## src/rtl/gda_pkg.sv

```systemverilog
// ============================================================================
// gda_pkg: shared types and calendar helpers
// Day-number helpers for the Gregorian date unit. Divisions by constants are
// reciprocal multiplies, exact over the year range the block can see.
// ============================================================================
package gda_pkg;

  // Day number of 10000-01-01: first day past the legal range
  localparam logic [22:0] YS_END = 23'd3652425;
  // ceil(400 * 2^30 / 146097): day number to year estimate
  localparam logic [21:0] RECIP_K = 22'd2939806;
  localparam int RECIP_SH = 30;

  typedef struct packed {
    logic        func;
    logic [13:0] year_a;
    logic [3:0]  month_a;
    logic [4:0]  day_a;
    logic [13:0] year_b;
    logic [3:0]  month_b;
    logic [4:0]  day_b;
    logic signed [23:0] offset;
  } item_t;

  typedef struct packed {
    logic func;
    logic less;
    logic equal;
    logic valid;
    logic rerr;
  } flags_t;

  // floor(x / 100), exact for x < 25600
  function automatic logic [7:0] div100(input logic [14:0] x);
    logic [27:0] p;
    p = 28'(x) * 28'd5243;
    return p[26:19];
  endfunction

  // 4/100/400 rule, year 0 is leap
  function automatic logic is_leap(input logic [13:0] y);
    logic [7:0] q;
    logic       z;
    q = div100({1'b0, y});
    z = ({1'b0, y} == 15'(q) * 15'd100);
    return (y[1:0] == 2'b00 && !z) || (z && q[1:0] == 2'b00);
  endfunction

  // days from 0000-01-01 to Jan 1 of year y
  function automatic logic [22:0] year_start(input logic [13:0] y);
    logic [14:0] y15;
    y15 = {1'b0, y};
    return 23'(y) * 23'd365 + 23'((y15 + 15'd3) >> 2)
           - 23'(div100(y15 + 15'd99)) + 23'(div100(y15 + 15'd399) >> 2);
  endfunction

  // days before the first of month m (common year)
  function automatic logic [8:0] days_before(input logic [3:0] m);
    logic [8:0] r;
    case (m)
      4'd2:    r = 9'd31;
      4'd3:    r = 9'd59;
      4'd4:    r = 9'd90;
      4'd5:    r = 9'd120;
      4'd6:    r = 9'd151;
      4'd7:    r = 9'd181;
      4'd8:    r = 9'd212;
      4'd9:    r = 9'd243;
      4'd10:   r = 9'd273;
      4'd11:   r = 9'd304;
      4'd12:   r = 9'd334;
      default: r = 9'd0;
    endcase
    return r;
  endfunction

  function automatic logic [4:0] month_len(input logic [3:0] m, input logic leap);
    logic [4:0] r;
    case (m)
      4'd1, 4'd3, 4'd5, 4'd7, 4'd8, 4'd10, 4'd12: r = 5'd31;
      4'd4, 4'd6, 4'd9, 4'd11:                     r = 5'd30;
      4'd2:    r = leap ? 5'd29 : 5'd28;
      default: r = 5'd0;
    endcase
    return r;
  endfunction

endpackage

```

## src/rtl/gda_civil.sv

```systemverilog
// ============================================================================
// gda_civil: day number to calendar date
// Three register stages: year estimate, candidate year starts, year pick.
// Month and day come out combinationally from the last stage.
// ============================================================================
module gda_civil import gda_pkg::*; (
  input  logic        clk,
  input  logic        en,
  input  logic [21:0] s,
  output logic [13:0] year,
  output logic [3:0]  month,
  output logic [4:0]  day
);

  // stage A: estimate product
  logic [43:0] prod;
  logic [21:0] s_a;

  // stage B: four candidate years around the estimate
  logic [13:0] cand [4];
  logic [22:0] ysc  [4];
  logic        lc   [4];
  logic        cok  [4];
  logic [21:0] s_b;

  // stage C: chosen year
  logic [13:0] y_c;
  logic [8:0]  doy;
  logic        leap_c;

  logic [13:0] est;
  logic [15:0] c_next [4];
  logic [1:0]  sel;
  logic [3:0]  m;
  logic [8:0]  adj_m;

  always_ff @(posedge clk) begin
    if (en) begin
      prod <= 44'(s) * 44'(RECIP_K);
      s_a  <= s;
    end
  end

  assign est = prod[RECIP_SH +: 14];

  always_comb begin
    for (int k = 0; k < 4; k++) begin
      c_next[k] = {2'b00, est} + 16'(k) - 16'd2;
    end
  end

  always_ff @(posedge clk) begin
    if (en) begin
      for (int k = 0; k < 4; k++) begin
        cand[k] <= c_next[k][13:0];
        ysc[k]  <= year_start(c_next[k][13:0]);
        lc[k]   <= is_leap(c_next[k][13:0]);
        cok[k]  <= !c_next[k][15];
      end
      s_b <= s_a;
    end
  end

  // largest candidate whose year start is not past s
  always_comb begin
    sel = 2'd0;
    for (int k = 0; k < 4; k++) begin
      if (cok[k] && ysc[k] <= 23'(s_b)) begin
        sel = 2'(k);
      end
    end
  end

  always_ff @(posedge clk) begin
    if (en) begin
      y_c    <= cand[sel];
      doy    <= 9'(23'(s_b) - ysc[sel]);
      leap_c <= lc[sel];
    end
  end

  always_comb begin
    m = 4'd1;
    for (int k = 2; k <= 12; k++) begin
      if (doy >= days_before(4'(k)) + 9'((k > 2) && leap_c)) begin
        m = m + 4'd1;
      end
    end
    adj_m = 9'((m > 4'd2) && leap_c);
  end

  assign year  = y_c;
  assign month = m;
  assign day   = 5'(doy - days_before(m) - adj_m + 9'd1);

endmodule

```

## config.mk

```make
export PLATFORM = sky130hd
export DESIGN_NAME = gda_civil
export DESIGN_NICKNAME = d
export VERILOG_FILES = /design/src/rtl/gda_pkg.sv /design/src/rtl/gda_civil.sv
export SDC_FILE = /design/constraint.sdc
export NUM_CORES = 2
export LEC_CHECK = 0
export BUFFER_PORTS_ARGS = -buffer_cell sky130_fd_sc_hd__buf_4
export CAP_MARGIN = 20
export CORE_MARGIN = 2
export CORE_UTILIZATION = 50
export DETAILED_ROUTE_END_ITERATION = 8
export PLACE_DENSITY_LB_ADDON = 0.25
export SLEW_MARGIN = 20
export SYNTH_ARGS = -nofsm -noshare
export SYNTH_HDL_FRONTEND = slang
export SYNTH_SLANG_ARGS = --single-unit
```

## constraint.sdc

```tcl
create_clock -name clk -period 27.3 [get_ports clk]
set_clock_uncertainty 0.05 [all_clocks]
set_input_delay 1.365 -clock clk [delete_from_list [all_inputs] [get_ports clk]]
set_output_delay 1.365 -clock clk [all_outputs]
set_load 0.03 [all_outputs]
```

; ---- After elaboration in Yosys (flattened, before gate mapping)
; Memories as Yosys holds them, arrays and structs flattened. A register that Yosys moved wholly into a read port is not among the register bits.
; Index checks and enable logic that the tools add are counted.
[word_totals]
romBits = 144
ramBits = 156
memories = 5
out_inout_bits = 23
elab_cells = 152
ff_bits = 96
[memory_table]
columns = memory, depth, word_bits, read_ports, rd_ports_with_merged_regs, write_ports, line_no
row1 = (name not given), 16, 9, 1, 0, 0, gda_pkg.sv:60  ; case (m)
row2 = ysc, 4, 23, 4, 0, 4, gda_civil.sv:21  ; logic [22:0] ysc [4];
row3 = cand, 4, 14, 1, 1, 4, gda_civil.sv:20  ; logic [13:0] cand [4];
row4 = cok, 4, 1, 3, 0, 4, gda_civil.sv:23  ; logic cok [4];
row5 = lc, 4, 1, 1, 1, 4, gda_civil.sv:22  ; logic lc [4];
[op_classes]
reduce_logical = 32
order_cmp = 15
addsub = 55
mul = 21
n_eq_ne = 4
muxes = 16
[op_table]
columns = operator, count
row1 = "15-bit by 13-bit multiplier with 27-bit output, second input constant", 8
row2 = "14-bit by 13-bit multiplier with 27-bit output, second input constant", 4
row3 = 23-bit by 13-bit adder with 23-bit output, 4
row4 = 23-bit by 6-bit adder with 23-bit output, 4
row5 = "14-bit by 9-bit multiplier with 23-bit output, second input constant", 4
row6 = 23-bit by 8-bit subtractor with 23-bit output, 4
row7 = "14-bit by 2-bit adder with 15-bit output, second input constant", 6
row8 = 23-bit by 22-bit less-or-equal comparator with 1-bit output, 3
row9 = 9-bit greater-or-equal comparator, 7
row10 = "14-bit by 7-bit adder with 15-bit output, second input constant", 4
row11 = "14-bit by 9-bit adder with 15-bit output, second input constant", 4
row12 = 14-bit by 15-bit == test with 1-bit output, 4
row13 = "8-bit by 5-bit multiplier with 13-bit output, second input constant", 4
row14 = "15-bit by 2-bit subtractor with 16-bit output, second input constant", 3
row15 = "22-bit by 21-bit multiplier with 43-bit output, second input constant", 1
row16 = "4-bit by 1-bit adder with 4-bit output, second input constant", 10
row17 = 4-bit two-way mux, 10
row18 = "8-bit by 1-bit adder with 9-bit output, first input constant", 4
row19 = "9-bit by 1-bit adder with 9-bit output, first input constant", 3
row20 = 9-bit by 8-bit greater-or-equal comparator with 1-bit output, 2
row21 = "7-bit by 1-bit adder with 8-bit output, first input constant", 2
row22 = 2-bit logical NOT, 8
row23 = "14-bit by 1-bit adder with 15-bit output, second input constant", 1
row24 = "14-bit by 2-bit subtractor with 15-bit output, second input constant", 1
row25 = 13 further kinds, 38

; ---- Depth between registers and ports, before layout
[depth]
depth_word = 26
mapped_depth = 57
depth_no_buf = 56

; ---- Worst setup path after synthesis
; OpenSTA, ideal clock, no wires.
[synth_timing]
path_type = register -> register
startpoint = register prod[30]
endpoint = memory ysc[1][22], data pin
arrival_time_ps = 13880
stages_incl_launch_ff = 47
setup_time_ps = 258
t_required_ps = 26992
slack_ps = 13113
path_cell_list = edfxtp_1 clkinv_1 ha_1 o21ai_1 and2_1 nor2b_1 xnor2_1 inv_1 ha_1 nand3_1 nand2_1 a21o_1 nand2_1 xnor2_1 ha_1 fa_1 fa_1 fa_1 (+11 left out) xnor2_1 fa_1 fa_1 fa_1 inv_1 fa_1 inv_1 ha_1 a21oi_1 o21bai_1 a21oi_1 o21ai_0 a211oi_1 nor2_1 o211ai_1 nand3_1 o41a_1 xnor2_1
[synth_rtl]
columns = element, line_no
row1 = start: declaration, gda_civil.sv:16  ; logic [43:0] prod;
row2 = start signal: assignment, gda_civil.sv:39  ; prod <= 44'(s) * 44'(RECIP_K);
row3 = end: declaration, gda_civil.sv:21

==> key figures <==
GRT
  – Antenna violations before repair: 3
  – Largest net degree at the start of global routing: 77
  – Vias in the first global route: 54874
  – Grt ovf: 0
  – GRT Overall Usage: 25.3%
  – First-pass GRT wire length: 308000 um

Clocking
  – Reg clk slew, reported paths: 0.06 ns
  – Postcts setup bufs: 0
  – Clock sink count: 219
  – Resize count post-CTS: 0
  – Clock Latency Late Sink: 0.61 ns
  – Num CTS Buffers: 29
  – CTS tree: yes
  – Clock buffer depth: 3
  – Hold_buf cts: 0
  – CTS H-Tree Depth: 1
  – Root Driver: clkbuf_16

Setup path
  – Bufs and invs on worst path: 11
  – Crit Path Max Fanout: 17
  – Crit path arrival time: 15.23 ns
  – Cell count of the worst reg-to-reg path: 53
  – Critical Path Sink Type: register
  – Most frequent cell on the critical path: inv_1
  – Crit start category: register
  – Critical path class: reg2reg
  – Critical Path Max Stage Delay: 0.94 ns
  – Critical path data required time: 27.57 ns
  – Crit path depth: 53
  – Delay-heaviest family, CP: adder cells
  – CP max stage cell: ha_1

Logic synthesis
  – Mux contribution to synthesized area: 0.490%
  – Syn. warnings: 0
  – Synthesized cell area: 76800 sq um
  – Compound-Gate Fraction of Synth Area: 5.97%
  – Async SR Flop Fraction: 0%
  – Synthesized Nets: 10744
  – Area leader, netlist: fa_1
  – Syn Inst Count: 7555
  – Simple-gate share of the synthesized area: 4.28%
  – Largest cells by area after synthesis: fa_1 33%, ha_1 31%, inv_1 11%, edfxtp_1 8.6%, xnor2_1 4.2%
  – Most frequent cell after synthesis: inv_1
  – Post-synth top flop: edfxtp_1
  – Area share of fa/ha/maj cells after synthesis: 63.9%
  – Flops & latches, synth: 219
  – EDFF count, synth: 219
  – Synth Area in XOR/XNOR: 5.56%
  – Top cell type's share of synthesized area: 32.9%
  – Sequential area share after synthesis: 8.56%
  – Synth cell types: 92
  – Mean area per synthesized cell: 10.2 sq um
  – Synth cell count leaders: 2259 x inv_1, 1903 x ha_1, 1262 x fa_1, 371 x xnor2_1, 219 x edfxtp_1
  – Combinational family with the most area after synthesis: adder cells

Place
  – Placer Congestion: 0.954
  – Port buffer count: 46
  – DP HPWL: 166000 um
  – Place WS: 12.58 ns
  – Placed Cells: 9669

Routing
  – Via count: 50826
  – WL per Instance: 19.6 um
  – Via/cell ratio: 5.23
  – WL final: 190000 um
  – Antenna-violating nets left: 0
  – DRT iter0 DRCs: 2857
  – Drt first pass iters: 6
  – DRC viols: 0

Die
  – Die width: 396 um
  – Die height: 396 um
  – Die area: 157000 sq um
  – Initial Util: 50.5%
  – Io pins: 47
  – Core ar.: 152000 sq um
  – Row count: 143

Layout
  – Final cell count without fillers: 9723
  – Fraction of layout cells with a size suffix above 1: 2.91%
  – Footprint of the multi-input gates: 61700 sq um
  – Area added between synthesis and finish: 5.62%
  – FILL cells: 13588
  – Sequential cell area: 6580 sq um
  – Finished Core Util: 53.3%
  – Nets: 10859

STA
  – Worst-margin pin slew: 1.11 ns
  – Slew HR: 25.6%
  – Setup tns final: 0 ns
  – RSZ-0062 raised after global routing: false
  – Final setup viols: 0
  – Max Freq: 66.8 MHz
  – Hold Fails Final Rpt: 0
  – Final Cycle Share: 54.8%
  – Fin. max-slew vios: 0
  – Period minus WS final: 14.96 ns
  – Fin worst setup slack: 12.34 ns

Worst hold path
  – Hold depth: 0
  – Hold Crit Class: reg2reg

Run
  – Max-cap viol count: 0

Run status
  – Status: finished, final reports clean
-- kinds of logic after synthesis --
| group | Yosys count |
|---|---|
| flip-flops | 219 |
| adder cells (fa/ha/maj) | 3165 |
| AO/OA/AOI/OAI | 702 |
| XOR/XNOR | 482 |
| AND/OR/NAND/NOR | 650 |
| multiplexers | 36 |
| buffers and inverters | 2301 |
-- area by class of cell --
| type | instances | area share (%) |
|---|---|---|
| multi-input combinational | 5035 | 76.0 |
| inverter | 2266 | 10.5 |
| sequential | 219 | 8.10 |
| tap | 2030 | 3.13 |
| timing repair buffer | 119 | 1.11 |
| clock buffer | 35 | 0.922 |
| clock inverter | 18 | 0.242 |
| antenna | 1 | 0.00308 |
-- state kept, by name, summed over array words and instances, names as in the netlist, 4 cells and up --
name and count:
prod 14, ysc 78, cand 54, doy 9, year 14, s_a 22
s_b 22, lc 4
-- layout by cell type (no fill, tap or decap), types with 9 or more instances in the layout --
master and n:
a211oi_1 16, a21boi_0 13, a21o_1 97, a21oi_1 207, a31o_2 10, a31oi_1 24
and2_1 15, and3_1 22, buf_4 118, clkbuf_16 29, clkinv_1 9, edfxtp_1 219
fa_1 1262, ha_1 1903, inv_1 2258, mux2i_1 32, nand2_1 137, nand2b_1 35
nand3_1 66, nand4_1 44, nor2_1 155, nor2b_1 44, nor3_1 56, nor4_1 13
o211ai_1 15, o21a_1 47, o21ai_0 120, o21bai_1 35, o22ai_1 23, o31ai_1 11
or2_2 18, or3_1 15, xnor2_1 362, xnor2_2 9, xor2_1 107
-- per-layer routing --
| layer | vias up | wire, um | global-route usage, % |
|---|---|---|---|
| met5 | - | 10 | 0 |
| met3 | 173 | 10900 | 3.28 |
| met4 | 2 | 3770 | 4.27 |
| met2 | 1063 | 86900 | 40.9 |
| met1 | 25553 | 88800 | 36.6 |
| li1 | 24035 | - | - |
-- worst paths after layout --
kind | startpoint | end | slack [ns]
setup / recovery | prod[31] | ysc[3][22] | 12.34
hold / removal | s_a[16] | s_b[16] | 0.37
setup reg to reg | prod[31] | ysc[3][22] | 12.34
hold reg to reg | s_a[16] | s_b[16] | 0.37
-- metrics by stage --
stage / instance area [sq um] / hold WS (ns)
6_report: 81100 / 0.368
5_1_grt: 81100 / 0.373
4_1_cts: 81100 / 0.368
3_5_place_dp: 80200 / 0.355
3_3_place_gp: 80200 / 0.352
2_1_floorplan: 76800 / 0.350
Power is not shown: default switching activity piles up to over one toggle a cycle in this logic, so the estimate is an artifact.
